**src/hw/rtl/hpid_pkg.sv**
```systemverilog
// hpid_pkg: shared types and constants for the heading pid turn controller
// stage payload structs, register indexes, reset values and fixed-point limits
// no dependencies
`default_nettype none

package hpid_pkg;

  localparam int NUM_STAGES = 6;

  // request codes
  localparam logic REQ_START  = 1'b0;
  localparam logic REQ_SAMPLE = 1'b1;

  // configuration register indexes
  typedef enum logic [1:0] {
    CFG_GAIN_P       = 2'd0,
    CFG_GAIN_I       = 2'd1,
    CFG_GAIN_D       = 2'd2,
    CFG_SAMPLE_LIMIT = 2'd3
  } cfg_idx_t;

  localparam logic [31:0] GAIN_P_RST       = 32'd6710886;
  localparam logic [31:0] GAIN_I_RST       = 32'd671;
  localparam logic [31:0] GAIN_D_RST       = 32'd1677722;
  localparam logic [9:0]  SAMPLE_LIMIT_RST = 10'd50;

  localparam logic signed [24:0] ERR_MAX = {1'b0, {24{1'b1}}};
  localparam logic signed [24:0] ERR_MIN = {1'b1, {24{1'b0}}};
  localparam logic signed [39:0] SUM_MAX = {1'b0, {39{1'b1}}};
  localparam logic signed [39:0] SUM_MIN = {1'b1, {39{1'b0}}};

  // integral term magnitude limit, 2^60
  localparam logic signed [72:0] TERM_LIM     = 73'sd1152921504606846976;
  localparam logic signed [72:0] TERM_LIM_NEG = -TERM_LIM;

  // divide by 30*2^24 as shift by 25 then divide by 15
  localparam int          DIV_SHIFT = 25;
  localparam logic [37:0] SAT_M     = 38'd491520;   // 15 * 32768
  localparam logic [19:0] RECIP_15  = 20'd559241;   // ceil(2^23 / 15)
  localparam int          RECIP_SH  = 23;

  localparam logic signed [15:0] DRIVE_MAX  = 16'sd32767;
  localparam logic signed [15:0] DRIVE_MIN  = -16'sd32768;
  localparam logic signed [15:0] DRIVE_NMAX = -16'sd32767;

  typedef struct packed {
    logic              run;
    logic              done;
    logic signed [24:0] err;
    logic signed [25:0] dlt;
    logic signed [39:0] sum;
  } front_t;

  typedef struct packed {
    logic              run;
    logic              done;
    logic signed [57:0] prod_p;
    logic signed [58:0] prod_d;
    logic signed [52:0] prod_ih;
    logic        [51:0] prod_il;
  } mult_t;

  typedef struct packed {
    logic              run;
    logic              done;
    logic signed [59:0] pd_sum;
    logic signed [61:0] i_term;
  } term_t;

  typedef struct packed {
    logic              run;
    logic              done;
    logic signed [62:0] total;
  } total_t;

  typedef struct packed {
    logic        run;
    logic        done;
    logic        neg;
    logic        sat;
    logic [18:0] m;
  } quot_t;

endpackage

`default_nettype wire

```
**src/hw/rtl/hpid_front.sv**
```systemverilog
// hpid_front: turn state (target, integral, last error, sample count) and stage one
// forms error, delta and saturated integral for each accepted word
// depends on hpid_pkg
`default_nettype none

module hpid_front (
  input  wire logic                 clk,
  input  wire logic                 rst_n,
  input  wire logic                 accept,
  input  wire logic                 load,
  input  wire logic                 req_type,
  input  wire logic signed [23:0]   angle,
  input  wire logic signed [23:0]   turn,
  input  wire logic        [9:0]    sample_limit,
  output hpid_pkg::front_t          stage_r
);

  logic signed [24:0] target_r, target_nxt;
  logic signed [39:0] sum_r, sum_nxt;
  logic signed [24:0] last_r, last_nxt;
  logic        [9:0]  count_r, count_nxt;
  logic               active_r, active_nxt;

  logic signed [25:0] diff;
  logic signed [24:0] err;
  logic signed [25:0] dlt;
  logic signed [40:0] sum_w;
  logic signed [39:0] sum_sat;
  logic               is_start;
  logic               below;
  hpid_pkg::front_t   stage_nxt;

  always_comb begin
    is_start = (req_type == hpid_pkg::REQ_START);
    below    = (count_r < sample_limit);

    diff = {target_r[24], target_r} - {{2{angle[23]}}, angle};
    if (diff[25] != diff[24]) begin
      err = diff[25] ? hpid_pkg::ERR_MIN : hpid_pkg::ERR_MAX;
    end else begin
      err = diff[24:0];
    end
    dlt = {err[24], err} - {last_r[24], last_r};

    sum_w = {sum_r[39], sum_r} + {{16{err[24]}}, err};
    if (sum_w[40] != sum_w[39]) begin
      sum_sat = sum_w[40] ? hpid_pkg::SUM_MIN : hpid_pkg::SUM_MAX;
    end else begin
      sum_sat = sum_w[39:0];
    end

    stage_nxt.run  = !is_start && active_r && below;
    stage_nxt.done = !is_start && active_r && !below;
    stage_nxt.err  = err;
    stage_nxt.dlt  = dlt;
    stage_nxt.sum  = sum_sat;

    target_nxt = target_r;
    sum_nxt    = sum_r;
    last_nxt   = last_r;
    count_nxt  = count_r;
    active_nxt = active_r;
    if (accept) begin
      if (is_start) begin
        target_nxt = {angle[23], angle} + {turn[23], turn};
        sum_nxt    = '0;
        count_nxt  = '0;
        active_nxt = 1'b1;
      end else if (stage_nxt.run) begin
        sum_nxt   = sum_sat;
        last_nxt  = err;
        count_nxt = count_r + 10'd1;
      end
    end
  end

  always_ff @(posedge clk) begin
    if (!rst_n) begin
      target_r <= '0;
      sum_r    <= '0;
      last_r   <= '0;
      count_r  <= '0;
      active_r <= 1'b0;
    end else begin
      target_r <= target_nxt;
      sum_r    <= sum_nxt;
      last_r   <= last_nxt;
      count_r  <= count_nxt;
      active_r <= active_nxt;
    end
  end

  always_ff @(posedge clk) begin
    if (load) begin
      stage_r <= stage_nxt;
    end
  end

endmodule

`default_nettype wire

```
**config.mk**
```make
export PLATFORM = sky130hd
export DESIGN_NAME = hpid_front
export DESIGN_NICKNAME = d
export VERILOG_FILES = /design/src/hw/rtl/hpid_pkg.sv /design/src/hw/rtl/hpid_front.sv
export SDC_FILE = /design/constraint.sdc
export NUM_CORES = 1
export LEC_CHECK = 0
export ABC_AREA = 1
export BUFFER_PORTS_ARGS = -buffer_cell sky130_fd_sc_hd__buf_2
export CORE_AREA = 2 2 156 158
export DETAILED_ROUTE_END_ITERATION = 6
export DIE_AREA = 0 0 158 160
export HOLD_SLACK_MARGIN = 0.1
export PLACE_DENSITY = 0.75
export SLEW_MARGIN = 30
export SYNTH_ARGS = -nofsm -noshare
export SYNTH_HDL_FRONTEND = slang
export SYNTH_SLANG_ARGS = --single-unit
```
**constraint.sdc**
```tcl
create_clock -name clk -period 6.8 [get_ports clk]
set_clock_uncertainty 0.1 [all_clocks]
set_input_delay 1.02 -clock clk [delete_from_list [all_inputs] [get_ports clk]]
set_output_delay 1.02 -clock clk [all_outputs]
set_load 0.005 [all_outputs]
```
Yosys cells after proc, flatten, opt, wreduce, memory -nomap -nowiden. Cells that the tools add are included.

Flip-flop bits (word level): 194. Output and inout bits: 93. Word-level logic and storage cells: 35.

$add $sub $neg: 5. $lt $le $gt $ge: 1. Equal/unequal tests: 3. Mux-type cells: 8. Bitwise operators: 1. Reduce and logical (&&, ||, !) cells: 7.

Operator list (number): 40-bit two-way mux (4); 25-bit two-way mux (2); 40-bit by 25-bit adder with 41-bit output (1); 25-bit by 24-bit subtractor with 26-bit output (1); 25-bit by 25-bit subtractor with 26-bit output (1); 24-bit by 24-bit adder with 25-bit output (1); 10-bit two-way mux (2); 10-bit by 1-bit adder with 10-bit output, second input constant (1); 10-bit < comparator (1); 2-bit AND reduction (2); 1-bit logical AND (3); 3-bit AND reduction (1); 1-bit != test (2); 2-bit by 1-bit != test with 1-bit output, second input constant (1); 1-bit logical NOT (1); 1-bit NOT (1).

Logic depth before layout (Yosys ltp).
Depth after elaboration: 8. Mapped depth: 40.

Least setup slack after synthesis. No wires, ideal clock.

Path kind: input-to-reg. Start point: in angle[0]. End point: reg stage_r[65] in the netlist's numbering (data pin). Data arrival time: 5471 ps. Required time: 6447 ps. Slack: 976 ps. Stages: 32. Path buffers: 1. Cells stage by stage: ha_1 -> inv_1 -> fa_1 -> nand2_1 -> inv_1 -> nand2_1 -> nand2_1 -> a31oi_1 -> o21ai_0 -> nand3_1 -> nand3_1 -> xor2_1 -> inv_1 -> nor2_1 -> inv_1 -> clkbuf_1 -> o21ai_0 -> inv_1 -> ha_1 -> nand2_1 -> nor2_1 -> a211oi_1 -> o21ai_0 -> a21oi_1 -> o21ai_0 -> a21oi_1 -> o31ai_1 -> a21boi_0 -> o21ai_0 -> nand2_1 -> nand3b_1 -> nand2_1.

Cells in the longest elaborated chain, start to end: 4. Elaborated cells between the ends (all ways): 5. Classes of those cells: 2 x add/sub; 1 x eq/ne; 2 x mux.

Ends and longest elaborated chain: start, declared (line hpid_front.sv:12) `input wire logic signed [23:0] angle,`; 25-bit by 24-bit subtractor with 26-bit output (*) (line hpid_front.sv:37) `diff = {target_r[24], target_r} - {{2{angle[23]}}, angle};`; 25-bit two-way mux / 1-bit != test (equally long branches) (line hpid_front.sv:39, hpid_front.sv:38); 25-bit two-way mux (*) (line hpid_front.sv:38) `if (diff[25] != diff[24]) begin`; via err[2] (line hpid_front.sv:25) `logic signed [24:0] err;`; 25-bit by 25-bit subtractor with 26-bit output (*) (line hpid_front.sv:43) `dlt = {err[24], err} - {last_r[24], last_r};`; via dlt[25] (line hpid_front.sv:26) `logic signed [25:0] dlt;`; end signal, assigned (line hpid_front.sv:95) `stage_r <= stage_nxt;`; end, declared (line hpid_front.sv:15) `output hpid_pkg::front_t stage_r`.

The timed path passes the listed nets; every way through them passes the cells marked *. A chain may end at the register's enable or synchronous reset.

Worst setup path in the final report.
Start point: in angle[0]. End point: reg stage_r[62] in the netlist's numbering (data pin).

Same word-level chain as after synthesis.

==> impl_metrics.yaml <==
floorplanning:
  die_w_um: 158
  core_region_area_um2: 23800
  top_level_ports: 156
  start_util: 0.538
  row_count: 57
  die-area_um2: 25300
  die_height_um: 160
placed_design:
  place.gp.congestion: 0.929
  post-dp-hpwl_um: 24200
  numPortBuffers: 155
setup_path:
  critPathBufInv: 7
  timing.critical_path.arrival_ps: 6280
  critical_path_peak_fanout: 13
  worst_setup_path_start_kind: "input port"
  timing.critical_path.to_type: "flip-flop"
  start_to_end_type_of_the_worst_setup_path: "input port to flip-flop"
  critical-path-max-stage-delay_ps: 470
  worst-endpoint-required_ps: 6960
  crit_family: "compound AO/OA/AOI/OAI gates"
  critical_path.slowest_cell: "o21ai_0"
clock_tree:
  cts.htree.levels: 4
  tritoncts: "built"
  clock_transition_at_path_regs_ps: 80
  tritoncts_sinks: 194
  clock_latency_ps: 440
  total_cts_buffers: 17
  clock_path_buffers: 2
  clock-root-buffer: "clkbuf_16"
timing:
  max-slew-margin-rel: 0.439
  final_hold_viol_count: 0
  final.setup.tns_ps: 0
  setup_violations: 0
  rsz0062_at_grt: "no"
  final.min_clock_period_ps: 6120
  final-max-slew-violation-count: 0
  min_period_over_period: 0.900
  clock.fmax_mhz: 163
  timing_worst_slew_pin_value_ps: 841
grt:
  grt_overflow: 0
  grt_first_pass_wirelength_um: 50800
  grt_pass1_vias: 10335
  track_usage: 0.251
  antenna_violations_before_repair: 0
  grt_start_max_net_pins: 69
run:
  maxCapViolations: 0
synth:
  post-synth-top-area-cell: "edfxtp_1"
  synth_async_sr_flop_share: 0
  netlist.area_leader.share: 0.218
  yosys_most_used_dff: "dfxtp_1"
  synth_area_um2: 12800
  synthesis.instances: 1642
  yosysSeqAreaShare: 0.376
  synth.ff_latch_count: 194
  postSynthAreaPerCell_um2: 7.80
  synth-edff-count: 93
  synth_nets: 1818
  ys.warnings.count: 0
  synth_cell_type_count: 47
  synth_top_cells_by_area: "edfxtp_1 22%, dfxtp_1 16%, nand2_1 12%"
layout:
  layout_commonest_cell: "nand2_1"
  nFillCells: 2211
  antennaDiodeCount: 0
  drive_gt1_frac: 0.158
  design.final.nets: 1981
  most-common-layout-cells: "421 x nand2_1, 207 x inv_1, 172 x a21oi_1, 154 x buf_2, 109 x ha_1"
  area_delta_synth_final_pct: 13.9
drt:
  via_total_after_detailed_routing: 11270
  ant_nets: 0
  drt_iter0_drc: 684
  post_drt_wl_per_cell_um: 14.6
  viasPerCell: 5.26
  drcViolationCount: 0
  route.final.wire_length_um: 31200
  firstDrtPassIters: 5
power:
  power.static_leakage_nw: 7.04
  power-per-cell-area_nw_per_um2: 303
  ir_drop_v: 0.000183
  design_power_total_mw: 4.42
worst_hold_path:
  min-delay-path-class: "flip-flop to flip-flop"
status:
  status: "complete, no violations"
report_power, final:
part | internal, mW | total [mW] | switching, mW | leakage (nW)
logic | 0.694 | 1.84 | 1.15 | 5.03
registers | 1.53 | 1.60 | 0.0719 | 1.73
clock network | 0.486 | 0.974 | 0.488 | 0.274
timing repair:
action | in CTS | in global routing
buffers inserted | 0 | 0
hold buffers | 0 | 0
hold endpoints to repair | 0 | 0
gates resized for setup | 0 | 3
endpoints found under the setup margin | 0 | 62
state kept, by name (all words and copies together) (netlist names):
signal and cells:
stage_r 93, target_r 25, sum_r 40, active_r 1
count_r 10, last_r 25
final cells by class:
class | count | area (um^2) | share of cell area
multi-input cells | 1192 | 6980 | 0.478
flip-flops and latches | 194 | 4810 | 0.330
repair buffers | 186 | 1020 | 0.0701
inverters | 214 | 803 | 0.0551
clock buffers | 17 | 425 | 0.0292
well taps | 324 | 405 | 0.0278
clock inverters | 15 | 143 | 0.00978
synthesized netlist by cell type (8+ instances only):
master    instances
nand3_1          56
a211oi_1          8
o21ai_0         103
ha_1            109
edfxtp_1         93
nor2_1           71
nand2_1         422
xnor2_1          30
inv_1           208
a21oi_1         172
clkbuf_1         25
a31oi_1          14
nand2_2          21
xor2_1           60
nor3_1           13
o41ai_1           9
dfxtp_1         101
a21oi_2          13
through the flow:
stage                util  instance area, um^2  worst slack (ps)  hold slack, ps  instances
finish              0.613                14600               681             372       2142
floorplan               -                12800               976             342       1642
detailed placement  0.589                14000               114             361       2110
global placement    0.589                14000               254             351       2110
global route        0.613                14600              10.2             391       2142
CTS                 0.612                14600               573             373       2142
final timing paths:
check / start / slack, ps / depth (start not counted) / endpoint
max: angle[0] / 680 / 36 / stage_r[62]
min: last_r[18] / 370 / 2 / last_r[18]
max reg2reg: target_r[0] / 1010 / 36 / stage_r[62]
min reg2reg: last_r[18] / 370 / 2 / last_r[18]
logic make-up after synthesis:
kind of cell               after synthesis  synth area share
and+or+nand+nor                        630             0.211
AOI/OAI and AO/OA                      359             0.159
buffers and inverters                  256            0.0797
DFF                                    194             0.376
adders and majority gates              113             0.113
xor gates and xnor gates                90            0.0615
layer usage:
layer,vias up,share of wire,track usage
met5,-,0,0
met4,0,0.013,0.0598
met3,25,0.063,0.0342
met2,322,0.43,0.381
met1,5123,0.49,0.379
li1,5800,-,-
tightest hold or removal path, stage by stage, from the launching register on:
cell      delay [ps]
dfxtp_1          300
inv_1             70
a211oi_1          60
(Power assumes the default switching activity.)
