**src/hw/rtl/hpid_pkg.sv**
```systemverilog
// hpid_pkg: shared types and constants for the heading pid turn controller
// stage payload structs, register indexes, reset values and fixed-point limits
// no dependencies
`default_nettype none

package hpid_pkg;

  localparam int NUM_STAGES = 6;

  // request codes
  localparam logic REQ_START  = 1'b0;
  localparam logic REQ_SAMPLE = 1'b1;

  // configuration register indexes
  typedef enum logic [1:0] {
    CFG_GAIN_P       = 2'd0,
    CFG_GAIN_I       = 2'd1,
    CFG_GAIN_D       = 2'd2,
    CFG_SAMPLE_LIMIT = 2'd3
  } cfg_idx_t;

  localparam logic [31:0] GAIN_P_RST       = 32'd6710886;
  localparam logic [31:0] GAIN_I_RST       = 32'd671;
  localparam logic [31:0] GAIN_D_RST       = 32'd1677722;
  localparam logic [9:0]  SAMPLE_LIMIT_RST = 10'd50;

  localparam logic signed [24:0] ERR_MAX = {1'b0, {24{1'b1}}};
  localparam logic signed [24:0] ERR_MIN = {1'b1, {24{1'b0}}};
  localparam logic signed [39:0] SUM_MAX = {1'b0, {39{1'b1}}};
  localparam logic signed [39:0] SUM_MIN = {1'b1, {39{1'b0}}};

  // integral term magnitude limit, 2^60
  localparam logic signed [72:0] TERM_LIM     = 73'sd1152921504606846976;
  localparam logic signed [72:0] TERM_LIM_NEG = -TERM_LIM;

  // divide by 30*2^24 as shift by 25 then divide by 15
  localparam int          DIV_SHIFT = 25;
  localparam logic [37:0] SAT_M     = 38'd491520;   // 15 * 32768
  localparam logic [19:0] RECIP_15  = 20'd559241;   // ceil(2^23 / 15)
  localparam int          RECIP_SH  = 23;

  localparam logic signed [15:0] DRIVE_MAX  = 16'sd32767;
  localparam logic signed [15:0] DRIVE_MIN  = -16'sd32768;
  localparam logic signed [15:0] DRIVE_NMAX = -16'sd32767;

  typedef struct packed {
    logic              run;
    logic              done;
    logic signed [24:0] err;
    logic signed [25:0] dlt;
    logic signed [39:0] sum;
  } front_t;

  typedef struct packed {
    logic              run;
    logic              done;
    logic signed [57:0] prod_p;
    logic signed [58:0] prod_d;
    logic signed [52:0] prod_ih;
    logic        [51:0] prod_il;
  } mult_t;

  typedef struct packed {
    logic              run;
    logic              done;
    logic signed [59:0] pd_sum;
    logic signed [61:0] i_term;
  } term_t;

  typedef struct packed {
    logic              run;
    logic              done;
    logic signed [62:0] total;
  } total_t;

  typedef struct packed {
    logic        run;
    logic        done;
    logic        neg;
    logic        sat;
    logic [18:0] m;
  } quot_t;

endpackage

`default_nettype wire

```
**src/hw/rtl/hpid_scale.sv**
```systemverilog
// hpid_scale: total sum, divide by 30*2^24 toward zero, saturation and drive output register
// stages four to six; divide by 15 through a reciprocal multiply
// depends on hpid_pkg
`default_nettype none

module hpid_scale (
  input  wire logic              clk,
  input  wire logic              load_total,
  input  wire logic              load_quot,
  input  wire logic              load_out,
  input  wire hpid_pkg::term_t   term_i,
  output logic signed [15:0]     left_r,
  output logic signed [15:0]     right_r,
  output logic                   done_r
);

  hpid_pkg::total_t   total_r, total_nxt;
  hpid_pkg::quot_t    quot_r, quot_nxt;
  logic        [62:0] mag;
  logic        [37:0] m_hi;
  logic        [38:0] prod;
  logic signed [15:0] q;
  logic signed [15:0] left_nxt, right_nxt;
  logic               done_nxt;

  always_comb begin
    total_nxt.run   = term_i.run;
    total_nxt.done  = term_i.done;
    total_nxt.total = {{3{term_i.pd_sum[59]}}, term_i.pd_sum}
                    + {term_i.i_term[61], term_i.i_term};
  end

  always_comb begin
    quot_nxt.run  = total_r.run;
    quot_nxt.done = total_r.done;
    quot_nxt.neg  = total_r.total[62];
    mag  = total_r.total[62] ? (63'd0 - total_r.total) : total_r.total;
    m_hi = mag[62:hpid_pkg::DIV_SHIFT];
    quot_nxt.sat = (m_hi >= hpid_pkg::SAT_M);
    quot_nxt.m   = m_hi[18:0];
  end

  always_comb begin
    prod = quot_r.m * hpid_pkg::RECIP_15;
    q    = prod[38:hpid_pkg::RECIP_SH];
    if (!quot_r.run) begin
      left_nxt  = '0;
      right_nxt = '0;
      done_nxt  = quot_r.done;
    end else begin
      done_nxt = 1'b0;
      if (quot_r.sat) begin
        left_nxt  = quot_r.neg ? hpid_pkg::DRIVE_MIN : hpid_pkg::DRIVE_MAX;
        right_nxt = quot_r.neg ? hpid_pkg::DRIVE_MAX : hpid_pkg::DRIVE_NMAX;
      end else begin
        left_nxt  = quot_r.neg ? (16'sd0 - q) : q;
        right_nxt = quot_r.neg ? q : (16'sd0 - q);
      end
    end
  end

  always_ff @(posedge clk) begin
    if (load_total) begin
      total_r <= total_nxt;
    end
    if (load_quot) begin
      quot_r <= quot_nxt;
    end
    if (load_out) begin
      left_r  <= left_nxt;
      right_r <= right_nxt;
      done_r  <= done_nxt;
    end
  end

endmodule

`default_nettype wire

```
**config.mk**
```make
export PLATFORM = sky130hd
export DESIGN_NAME = hpid_scale
export DESIGN_NICKNAME = d
export VERILOG_FILES = /design/src/hw/rtl/hpid_pkg.sv /design/src/hw/rtl/hpid_scale.sv
export SDC_FILE = /design/constraint.sdc
export NUM_CORES = 1
export LEC_CHECK = 0
export BUFFER_PORTS_ARGS = -buffer_cell sky130_fd_sc_hd__buf_4
export CAP_MARGIN = 20
export CORE_MARGIN = 8
export CORE_UTILIZATION = 50
export DETAILED_ROUTE_END_ITERATION = 12
export PLACE_DENSITY = 0.83
export SLEW_MARGIN = 10
export SYNTH_ARGS = -nofsm -noshare
export SYNTH_HDL_FRONTEND = slang
export SYNTH_SLANG_ARGS = --single-unit
```
**constraint.sdc**
```tcl
create_clock -name clk -period 8.1 [get_ports clk]
set_input_delay 2.025 -clock clk [delete_from_list [all_inputs] [get_ports clk]]
set_output_delay 2.025 -clock clk [all_outputs]
set_load 0.005 [all_outputs]
```
### After elaboration in Yosys (flattened, before gate mapping)

Cells that the tools add are included.

* add/sub/neg operators: 3
* multipliers: 1
* order comparisons: 1
* mux-type cells: 7

Operator list (count)
* 16-bit two-way mux: 6
* 60-bit by 62-bit adder with 63-bit output: 1
* 63-bit two-way mux: 1
* 1-bit by 63-bit subtractor with 63-bit output, first input constant: 1
* 19-bit by 20-bit multiplier with 39-bit output, second input constant: 1
* 38-bit by 19-bit >= comparator with 1-bit output, second input constant: 1
* 1-bit by 16-bit subtractor with 16-bit output, first input constant: 1

* register bits: 121
* bits of input ports: 128
* output and inout port bits: 33

### Depth between registers and ports, before layout

* depth in word-level cells: 4
* gate-level depth with buffers: 24
* gate-level depth less buffers: 23

### Worst setup path after synthesis

Ideal clock, no wire load.

* path kind: register to register
* start: register quot_r[15] in the netlist's numbering
* end: register right_r[12], data pin
* setup time: 0.278 ns
* arrival time: 5.709 ns
* required time: 7.822 ns
* setup slack: 2.113 ns
* stages on the path, launching flop included: 22
* path buffers: 1
* period minus slack after synthesis: 5.987 ns
* cell sequence: edfxtp_1 -> ha_1 -> fa_1 -> inv_1 -> fa_1 -> inv_1 -> fa_1 -> fa_1 -> ha_1 -> nand3_2 -> or3_1 -> a211oi_1 -> o31a_1 -> nor2_1 -> inv_1 -> ha_1 -> a21bo_2 -> nand4bb_1 -> clkbuf_1 -> nor4b_4 -> nor3b_1 -> o311ai_0

* word-level cells in the longest chain between the ends: 4

RTL lines
* start, declared: line hpid_scale.sv:18 `hpid_pkg::quot_t quot_r, quot_nxt;`
* start signal, assigned: line hpid_scale.sv:67 `quot_r <= quot_nxt;`
* 19-bit by 20-bit multiplier with 39-bit output (*): line hpid_scale.sv:44 `prod = quot_r.m * hpid_pkg::RECIP_15;`
* 1-bit by 16-bit subtractor with 16-bit output: line hpid_scale.sv:57 `right_nxt = quot_r.neg ? q : (16'sd0 - q);`
* 16-bit two-way mux (*): line hpid_scale.sv:57
* 16-bit two-way mux (*): line hpid_scale.sv:52 `if (quot_r.sat) begin`
* end signal, assigned: line hpid_scale.sv:71 `right_r <= right_nxt;`
* end, declared: line hpid_scale.sv:13 `output logic signed [15:0] right_r,`

Every way passes the cells marked *; elsewhere a longest branch is shown, timed or not.
A chain may end at the register's enable or synchronous reset.

### Worst setup path in the final report

* start: register quot_r[18] in the netlist's numbering
* end: register right_r[12], data pin

Same word-level chain as after synthesis.

==> results.md <==
- status: completed
- die outline height: 173 um
- reg-to-reg endpoint: right_r[12]
- Fin Setup TNS: 0 ns
- number of enable-type register cells in the synthesized netlist: 121
- Net Count, Synth: 1659
- distinct cell type count after synthesis: 75
- Most used DFF post-synth: edfxtp_1
- number of cells on the worst reg-to-reg path: 21
- Horiz. Die Dim: 173 um
- latest clock arrival within the worst-skew pair: 0.42 ns
- wire length on met3: 1470 um
- summed instance area of the synthesized netlist: 12400 sq um
- antenna violations before repair: 0
- worst reg2reg path startpoint: quot_r[18]
- data required time at the worst endpoint: 8.25 ns
- Layout area overhead: 16.7%
- TritonCTS clock tree: done
- total iterations of the first detailed-routing run: 5
- number of violations reported at the end of detailed-routing iteration 0: 794
- Power Density: 409 nW/um^2
- unrepaired setup endpoints after global routing: no
- detailed-routed wire length on met2: 13300 um
- kind of end point of the critical path: register
- syn_area_per_cell: 9.35 sq um
- final number of max-transition violations: 0
- Clock transition at path regs: 0.06 ns
- count of maximum capacitance violations: 0
- crit-path max FO: 10
- Highest Signal Layer: met4
- Total Routing Usage GR: 18.1%
- RePlAce Congestion: 0.906
- site row count: 57
- Remaining DRCs: 0
- overall via count from detail_route: 10400
- final core utilization: 59.3%
- sequential area share after synthesis: 29.4%
- slew at the pin closest to its max-slew limit: 1.01 ns
- top achievable clock speed: 150 MHz
- post-DR wirelength/cell: 15.5 um
- Vias/cell: 5.81
- CTS hold repair buffers: 0
- first-pass GRT wire length: 47100 um
- Port Buffer Count: 160
- proportion of layout cells with a drive suffix above 1: 14.6%
- CORE AREA: 24300 sq um
- HPWL after DPL: 22400 um
- worst-case hold path end point: quot_r[21]
- ratio of final minimum period to clock period: 82.3%
- Bufs on Longest Clock Path: 2
- final number of hold-violating endpoints: 0
- nature of the critical path startpoint: register
- WHS Path Cells: 0
- buffer cell driving the clock tree root: clkbuf_16
- # diodes: 0
- Inserted Clock Buffers: 17
- static leakage: 0.00629 uW
- die area: 30000 sq um
- total of cells resized after clock tree synthesis: 0
- Arr. time, crit path: 6.82 ns
- max_slew headroom: 32.9%
- routed metal-1 wire length: 12800 um
- WL final: 27900 um
- setup-violating endpoint count in the final report: 0
- minimum setup slack among reg-to-reg paths: 1.43 ns
- min Tclk post-route: 6.67 ns
- hold path start: quot_nxt[21]
- Warnings, synthesis: 0
- pin count of the biggest net entering global routing: 66
- clock sink count: 121
- peak supply drop: 406 uV
- number of levels in the clock H-tree: 4
- net total in the final layout: 1797
- Hold Path Class: register to register
- IO Pins: 161
- cell count after synthesis: 1323
- gr ovfl total: 0
- via count of the first global-routing pass: 10300
- Post-synth ARST share: 0%
- kind of critical path: register to register
- Antenna Nets Post-Route: 0
- Starting Density: 50.8%
- synthesized flop and latch total: 121
- clock tree skew after final layout: 0.0110 ns
- number of buffers inserted by post-CTS setup repair: 0
==> registers in the layout (all words and copies together), names as in the netlist <==
register / cells
left_r: 16
quot_nxt: 3
done_r: 1
quot_r: 23
total_r: 62
right_r: 16
==> synth_stat cells, types with 5 or more instances <==
library cell  count  area, sq um
and4_1            7         61.3
nor2b_1          18          113
and2_1           14         87.6
a21boi_0          6         45.0
o31ai_1          10         75.1
a221oi_1          8         70.1
nand4_1          22          138
o211ai_1         13         97.6
ha_1            168         2100
and3_1           13         81.3
a311oi_1          5         43.8
nor3_1           22          110
a21oi_1         112          561
xnor2_1          62          543
o21bai_1         13         97.6
xor2_1           27          236
o21ai_0          79          395
o31a_1            5         43.8
nand2_1          82          308
a31oi_1          12         75.1
mux2i_1           5         50.1
edfxtp_1        121         3630
nor2_1           73          274
clkbuf_1         35          131
a211oi_1         12         90.1
nor4_1           13         81.3
inv_1           113          424
fa_1             40          801
or3_1            18          113
a21o_1           40          300
o21a_1           21          158
nand2b_1         12         75.1
nand3_1          31          155
o311ai_0          7         61.3
==> worst max-delay path, stage by stage (launching register included) <==
cell and delay [ns]:
edfxtp_1 0.44, ha_1 0.34, inv_1 0.07, fa_1 0.43, fa_1 0.53, fa_1 0.48, fa_1 0.52, inv_1 0.04
ha_1 0.38, a21oi_1 0.26, o21ai_0 0.14, a31o_2 0.23, a21oi_1 0.23, nand2_1 0.10, xor2_1 0.20, inv_1 0.11
ha_1 0.24, a21bo_2 0.27, nand4bb_1 0.44, nor4b_4 0.52, nor3b_1 0.26, o311ai_0 0.15
==> how the worst max path moves through the flow <==
stage                           from          end  slack [ns]  cells after the start
after floorplan           quot_r[15]  right_r[12]        2.11                     21
after global placement    quot_r[15]  right_r[12]        1.74                     20
after detailed placement  quot_r[18]   left_r[12]        1.54                     21
after CTS                 quot_r[18]  right_r[12]        1.52                     21
after global routing      quot_r[14]  right_r[12]        0.98                     21
final                     quot_r[18]  right_r[12]        1.43                     21
==> cell type report <==
type                    count  area, sq um
well taps                 324          405
clock buffers              19          433
multi-input cells        1045         8130
clock inverters            13          154
fillers                  1939         9900
inverters                 113          424
flip-flops and latches    121         3630
repair buffers            163         1240
==> through the flow <==
step	area, sq um	setup WS (ns)	std cells	power (uW)	hold WS [ns]
after floorplan	12400	2.11	1323	4110	0.400
after global routing	14400	0.980	1798	6510	0.425
after CTS	14400	1.52	1797	5850	0.421
after global placement	13800	1.74	1765	4900	0.402
after detailed placement	13800	1.54	1765	5050	0.408
final	14400	1.43	1798	5900	0.420
==> cell usage in the layout (no fill, tap or decap), types with 21 or more instances in the layout <==
cell type | netlist | final
edfxtp_1 | 121 | 121
o21ai_0 | 79 | 79
ha_1 | 168 | 168
nand3_1 | 31 | 31
xnor2_1 | 62 | 62
nor3_1 | 22 | 22
inv_1 | 113 | 113
nand2_1 | 82 | 82
fa_1 | 40 | 40
xor2_1 | 27 | 27
o21a_1 | 21 | 21
nand4_1 | 22 | 22
a21oi_1 | 112 | 112
buf_4 | 1 | 162
nor2_1 | 73 | 73
a21o_1 | 40 | 40
==> power by group <==
group / switching, uW / leakage [uW] / internal [uW] / total (uW)
Sequential: 73.4 / 0.00119 / 858 / 931
Combinational: 2490 / 0.00482 / 1720 / 4210
Clock: 276 / 0.000279 / 480 / 756
==> routing by layer <==
metal | up-vias | global-route usage, %
met5 | - | 0
met4 | 0 | 4.92
met3 | 36 | 3.07
met2 | 348 | 30.8
met1 | 4875 | 23.5
li1 | 5183 | -
==> cell families after synthesis <==
family                     synth area share [%]
xor gates and xnor gates                   6.30
adders and majority gates                  23.5
buffers and inverters                      4.84
and+or+nand+nor                            15.2
AOI/OAI and AO/OA                          20.2
DFF                                        29.4
muxes                                     0.587
Note: power is estimated with default switching activity, not from simulation.
